`src/sv/rpn_pkg.sv`:
```
// ----------------------------------------------------------------------------
// rpn_pkg
// Shared command codes, result kinds and the queue entry type.
// ----------------------------------------------------------------------------
package rpn_pkg;

    localparam int CMD_W = 4;
    localparam int LIT_W = 32;
    localparam int VAL_W = 64;
    localparam int KIND_W = 2;

    localparam logic [CMD_W-1:0] CMD_PUSH  = 4'd0;
    localparam logic [CMD_W-1:0] CMD_PTOP  = 4'd1;
    localparam logic [CMD_W-1:0] CMD_PALL  = 4'd2;
    localparam logic [CMD_W-1:0] CMD_ADD   = 4'd3;
    localparam logic [CMD_W-1:0] CMD_SUB   = 4'd4;
    localparam logic [CMD_W-1:0] CMD_MUL   = 4'd5;
    localparam logic [CMD_W-1:0] CMD_DIV   = 4'd6;
    localparam logic [CMD_W-1:0] CMD_MOD   = 4'd7;
    localparam logic [CMD_W-1:0] CMD_DUP   = 4'd8;
    localparam logic [CMD_W-1:0] CMD_SWAP  = 4'd9;
    localparam logic [CMD_W-1:0] CMD_CLEAR = 4'd10;

    localparam logic [KIND_W-1:0] KIND_VALUE  = 2'd0;
    localparam logic [KIND_W-1:0] KIND_DIV0   = 2'd1;
    localparam logic [KIND_W-1:0] KIND_MOD0   = 2'd2;

    // classified word passed from front to back
    typedef struct packed {
        logic [CMD_W-1:0] cmd;
        logic [VAL_W-1:0] lit;
    } cmd_word_t;

endpackage

```
`src/sv/rpn_front.sv`:
```
// ----------------------------------------------------------------------------
// rpn_front
// Takes command words, drops unused codes, sign-extends the literal and
// queues the word for the execution unit.
// ----------------------------------------------------------------------------
module rpn_front (
    input  logic              clk,
    input  logic              rst_n,
    input  logic              start,
    output logic              busy,
    input  logic [3:0]        command,
    input  logic signed [31:0] literal,
    input  logic              halted,
    output logic              q_valid,
    output rpn_pkg::cmd_word_t q_word,
    input  logic              q_pop
);
    import rpn_pkg::*;

    // two-entry queue
    cmd_word_t mem_reg [2];
    logic      wp_reg, rp_reg;
    logic [1:0] cnt_reg;
    logic      push;

    assign busy = (cnt_reg == 2'd2);
    // unused codes and commands while halted need no execution
    assign push = start && !busy && !halted && (command <= CMD_CLEAR);
    assign q_valid = (cnt_reg != 2'd0);
    assign q_word = mem_reg[rp_reg];

    always_ff @(posedge clk)
    begin
        if (push)
        begin
            mem_reg[wp_reg] <= '{cmd: command, lit: {{32{literal[31]}}, literal}};
        end
    end

    always_ff @(posedge clk or negedge rst_n)
    begin
        if (!rst_n)
        begin
            wp_reg  <= 1'b0;
            rp_reg  <= 1'b0;
            cnt_reg <= 2'd0;
        end
        else
        begin
            if (push)
                wp_reg <= ~wp_reg;
            if (q_pop && q_valid)
                rp_reg <= ~rp_reg;
            cnt_reg <= cnt_reg + 2'(push) - 2'(q_pop && q_valid);
        end
    end

    a_no_overflow: assert property (@(posedge clk) disable iff (!rst_n)
        cnt_reg == 2'd2 |-> !push) else $error("queue overflow");
    a_cnt_range: assert property (@(posedge clk) disable iff (!rst_n)
        cnt_reg != 2'd3) else $error("bad queue count");
    a_pop_valid: assert property (@(posedge clk) disable iff (!rst_n)
        q_pop |-> q_valid) else $error("pop from empty queue");

endmodule

```
`config.mk`:
```
export PLATFORM = sky130hd
export DESIGN_NAME = rpn_front
export DESIGN_NICKNAME = d
export VERILOG_FILES = /design/src/sv/rpn_pkg.sv /design/src/sv/rpn_front.sv
export SDC_FILE = /design/constraint.sdc
export NUM_CORES = 1
export LEC_CHECK = 0
export BUFFER_PORTS_ARGS = -buffer_cell sky130_fd_sc_hd__buf_2
export CORE_ASPECT_RATIO = 1.4
export CORE_UTILIZATION = 44
export CTS_BUF_LIST = sky130_fd_sc_hd__clkbuf_16
export CTS_CLUSTER_SIZE = 14
export DETAILED_ROUTE_END_ITERATION = 8
export HOLD_SLACK_MARGIN = 0.06
export PLACE_DENSITY = 0.82
export SYNTH_ARGS = -nofsm -noshare
export SYNTH_HDL_FRONTEND = slang
export SYNTH_SLANG_ARGS = --single-unit
export TNS_END_PERCENT = 50
```
`constraint.sdc`:
```
create_clock -name clk -period 2.8 [get_ports clk]
set_input_delay 0.14 -clock clk [delete_from_list [all_inputs] [get_ports clk]]
set_output_delay 0.14 -clock clk [all_outputs]
set_load 0.02 [all_outputs]
```
After elaboration in Yosys (flattened, before gate mapping)
Memory sizes are Yosys's and may differ from the RTL's.
Cells that the tools add are included.
W data, S select, Z words.
{"block": "word_totals", "memories": 1, "inputBits": 41, "regBits": 4, "ram_bits": 136}
{"name": "mem_reg", "words": 2, "word_bits": 68, "read_ports": 1, "rd_ports_with_merged_regs": 0, "wr": 1, "line_no": "rpn_front.sv:21", "text": "cmd_word_t mem_reg [2];"}
{"block": "op_classes", "reduce_logical": 7, "n_lt_le_gt_ge": 1, "eq_ne": 1, "mux": 2, "add_sub_neg": 2, "bitwise": 2}
{"op": "$le A4 B4 Y1 const B", "count": 1}
{"op": "$logic_and A1 B1 Y1", "count": 4}
{"op": "$add A2 B1 Y2", "count": 1}
{"op": "$eq A2 B2 Y1 const B", "count": 1}
{"op": "$logic_not A1 Y1", "count": 2}
{"op": "$mux W1", "count": 2}
{"op": "$not A1 Y1", "count": 2}
{"op": "$reduce_bool A2 Y1", "count": 1}
{"op": "$sub A2 B1 Y2", "count": 1}

Depth between registers and ports, before layout
{"block": "logic_depth", "ltp_word": 7, "ltp_mapped": 8, "ltp_nobuf": 8}

Least setup slack after synthesis
No wires, ideal clock.
{"block": "synth_timing", "path_kind": "register to register", "start": "register cnt_reg[1]", "end": "memory mem_reg[0][0] in the netlist's numbering (enable)", "required_ns": 2.366, "arrival_time_ns": 2.650, "path_slack_ns": -0.284, "setup_ns": 0.434, "stages_incl_launch_ff": 4, "cell_sequence": "dfrtp_1 -> and2b_4 -> a2111oi_4 -> nor2b_1"}
{"block": "synth_between", "elab_chain_len": 7}
{"item": "start, declared", "line_no": "rpn_front.sv:23", "text": "logic [1:0] cnt_reg;"}
{"item": "start signal, assigned", "line_no": "rpn_front.sv:54", "text": "cnt_reg <= cnt_reg + 2'(push) - 2'(q_pop && q_valid);"}
{"item": "$eq A2 B2 Y1", "line_no": "rpn_front.sv:26", "text": "assign busy = (cnt_reg == 2'd2);"}
{"item": "net busy", "line_no": "rpn_front.sv:10", "text": "output logic busy,"}
{"item": "$logic_not A1 Y1", "line_no": "rpn_front.sv:28", "text": "assign push = start && !busy && !halted && (command <= CMD_CLEAR);"}
{"item": "$logic_and A1 B1 Y1 (3 in series)", "line_no": "rpn_front.sv:28"}
{"item": "$mux W1", "line_no": "rpn_front.sv:34", "text": "if (push)"}
{"item": "$mux W1 (implied by the code)", "line_no": "rpn_front.sv:36", "text": "mem_reg[wp_reg] <= '{cmd: command, lit: {{32{literal[31]}}, literal}};"}
{"item": "end, declared", "line_no": "rpn_front.sv:21"}
The timed path passes the listed nets, and every way through them passes these cells.

Worst setup path after layout
{"block": "layout_timing", "start": "input port command[1]", "end": "memory mem_reg[1][13] in the netlist's numbering (enable)"}
{"block": "layout_between", "elab_chain_len": 4}
{"item": "start, declared", "line_no": "rpn_front.sv:11", "text": "input logic [3:0] command,"}
{"item": "$le A4 B4 Y1", "line_no": "rpn_front.sv:28"}
{"item": "$logic_and A1 B1 Y1", "line_no": "rpn_front.sv:28"}
{"item": "$mux W1", "line_no": "rpn_front.sv:34"}
{"item": "$mux W1 (implied by the code)", "line_no": "rpn_front.sv:36"}
No other way between the ends.

==> metrics list <==
- The run finished with clean final reports.
- The worst setup path is launched from an input port.
* Hold path depth: 3
* Number of buffers inserted during clock tree synthesis: 9
* DRC violation count after routing: 0
- In this run the worst path has a maximum fanout of 15.
- Total global routing overflow: 0
* Number of enable flip-flop cells after synthesis: 72
- Fin. max-slew vios: 0
- Top post-synthesis cells by count: edfxtp_1, mux2_2, buf_4
- Total routing usage reported by global routing: 16.3%
* Detailed Route WL: 5460 um
- Worst path cell trace: dlygate4sd3_1 -> buf_2 -> a21o_1 -> a2111oi_4 -> and2_2 -> buf_4
* Top cells by area, synth: edfxtp_1, mux2_2, buf_4, dfrtp_1, a2111oi_4
- Across all register-to-register paths, the minimum setup slack is 0.78 ns.
- Total negative slack for setup checks: 0 ns
- After detailed routing, the number of vias per cell comes to 4.57.
- edfxtp_1 is the most common cell in the netlist.
- In this run the count of I/O pins placed on the die edge is 111.
- Number of standard cells in the final layout excluding fillers: 387
- Parity-gate share of the synthesized area counting xor and xnor cells: 1.14%
- Across all setup checks in the final design, the least slack found is 0.625 ns.
- Clock tree synthesis selected as its root buffer the cell clkbuf_16.
- In this run the core area contains 35 standard-cell rows.
- Post-Place Cell Area: 3520 sq um
* Gate count after technology mapping: 164
- Post-synthesis cell type count: 15
- Counting cells, the worst reg-to-reg path comes to 4.
- Cell count after placement: 335
- After the first detailed-routing iteration, the DRC count stood at 47.
- Y dimension of the die: 101 um
- Setup violations remaining at the end of the flow were counted as 0.
* Vias in the first global route: 1739
- By area, the combinational part of the netlist is dominated by multiplexers.
- Max-cap violations in this run came to 0.
* Number of vias after detailed routing: 1769
- Slew HR: 68.8%
- Hold is met by 0.154 ns.
- CTS HTree Levels: 3
* Class of the worst hold path: in -> reg
- Mapped Area: 3070 sq um
* Endpoint type of the worst setup path: register
- Width of the die: 72.6 um
- Ratio of total power to cell area: 970 nW/um^2
- Cells resized by post-CTS repair: 0
- Maximum cell stage delay along the critical path: 0.55 ns
* CORE AREA: 6660 sq um
- After synthesis, the share of cell area in mux cells is 13.2%.
- Cell type contributing the most total cell area after synthesis: edfxtp_1
* Most frequently used flop master after synthesis: edfxtp_1
- Input and output buffers added on the ports amount to 110.
- The slowest stage of the critical path is the dlygate4sd3_1 cell.
- Sequential fraction of the synthesis area: 73.7%
- Share of the core filled with cells in the final layout: 63.4%
- The analysis attributes to cell leakage a power of 1.68 nW.
* Maximum number of pins on one net before global-route repair: 37
- For the finished layout, the period the worst path requires is 2.17 ns.
- Setup repair after global routing missed its margin: no
* Share of the cycle needed by the critical path after routing: 77.7%
- DP Worst Slack: 0.783 ns
- In this run, synthesis produced a sequential element count of 76.
* Estimated wirelength of the detail-placed design: 3500 um
* Placer Congestion: 0.718
- The number of antenna diodes in the final layout is 0.
- Area fraction of the dominant cell type after synthesis: 70.4%
- Worst endpoint required time: 2.81 ns
- Area of the die: 7320 sq um
* Buffers inserted during post-CTS setup optimization: 0
- Antenna violations before repair: 0
- Arithmetic-cell share of the synthesized area counting full adders, half adders and majority gates: 0.815%
- Synthesis produced a netlist with a net count of 207.
- Post-synth ARST share: 5.26%
* Number of nets with antenna violations after detailed routing: 0
- Number of hold violations in the final report: 0
* Worst supply voltage drop on vdd: 722 uV
- Area Growth Syn to Fin: 37.6%
- At the pin with the least slew margin, the transition time is 0.468 ns.
* Classification of the worst setup path: in -> reg
* Share of cells above drive strength 1: 57.6%
- Number of flip-flops under the largest register name: 72
- After routing the design area is 4220 sq um.
- Arrival time of data at the critical path endpoint: 2.18 ns
- Maximum clock frequency: 0.460 GHz
- Clock tree synthesis found a total of 76 sinks.
- Post-CTS clock slew at the launch and capture registers of the worst setup and hold paths: 0.05 ns
* Effective utilization at floorplan: 46.1%
* Count of nets after finishing: 334
- CTS tree: yes
* Share of synthesized cell area in and, or, nand and nor gates: 1.14%
- Worst Skew: 0.00553 ns
- Wire length of the first global-routing pass: 8360 um
* Post-layout total power: 4.10 mW
- Mean routed wirelength per cell: 14.1 um
* Iteration count of the initial detailed-routing pass: 4
- Average footprint of a synthesized cell: 18.7 sq um
- Summing the areas of all compound-gate instances in the mapped netlist gives 1.14% of the synthesized area.
- Maximum root-to-sink buffer count: 2
* Number of warnings printed during yosys synthesis: 0
- Source-to-sink clock delay at the later pin of the worst-skew pair: 0.32 ns
## cell families (layout without fill, tap and decap cells)
| kind of cell | after synthesis | after routing |
|---|---|---|
| AOI/OAI and AO/OA | 2 | 2 |
| xor gates and xnor gates | 4 | 4 |
| adders and majority gates | 2 | 2 |
| buffers and inverters | 39 | 170 |
| DFF | 76 | 76 |
| muxes | 36 | 36 |
| and+or+nand+nor | 5 | 5 |
## worst max-delay path, delay by kind of cell
family | cells | cell delay, ns
AND/OR/NAND/NOR | 1 | 0.40
buffers and inverters | 3 | 1.00
AO/OA/AOI/OAI | 2 | 0.64
## area by class of cell
| class | count | area, sq um |
|---|---|---|
| clock buffer | 9 | 225 |
| fill | 502 | 2430 |
| inverter | 3 | 11.3 |
| multi-input combinational | 49 | 544 |
| tap | 92 | 115 |
| clock inverter | 6 | 105 |
| timing repair buffer | 152 | 958 |
| sequential | 76 | 2260 |
## layer usage
metal / vias up / wire (um) / GRT usage, %
met5: - / 0 / 0
met3: 13 / 256 / 3.70
li1: 833 / - / -
met1: 838 / 2110 / 17.8
met2: 85 / 2910 / 28.0
met4: 0 / 185 / 10.4
## final timing paths
check	endpoint	from
hold / removal	wp_reg	halted
setup reg to reg	mem_reg[1][13]	cnt_reg[1]
min in group asynchronous	rp_reg	rst_n
max in group asynchronous	rp_reg	rst_n
hold reg to reg	cnt_reg[1]	cnt_reg[1]
setup / recovery	mem_reg[1][13]	command[1]
## layout by cell type (no fill, tap or decap)
cell type | netlist | final
dlygate4sd3_1 | 0 | 37
and2_1 | 2 | 1
clkinvlp_4 | 0 | 1
xnor2_1 | 2 | 2
mux2_2 | 36 | 36
inv_1 | 3 | 4
a2111oi_4 | 1 | 1
or2_2 | 1 | 1
xor2_1 | 2 | 2
ha_1 | 2 | 2
dfrtp_1 | 4 | 3
dfrtp_2 | 0 | 1
bufinv_16 | 0 | 3
buf_2 | 4 | 110
clkinv_1 | 0 | 1
clkbuf_16 | 0 | 9
and2_2 | 0 | 1
a21o_1 | 1 | 1
and2b_4 | 1 | 1
buf_4 | 32 | 5
nor2b_4 | 0 | 1
edfxtp_1 | 72 | 72
## repair_timing
action	4_1_cts	5_1_grt
endpoints found under the setup margin	0	0
hold buffers	37	0
hold endpoints to repair	76	0
## where the power goes
group          leakage [nW]  switching [mW]  internal, mW
sequential            0.700          0.0973          1.38
clock                 0.160           0.395         0.858
combinational         0.821           0.801         0.562
total                  1.68            1.29          2.80
Power figures use the tool's default switching activity.
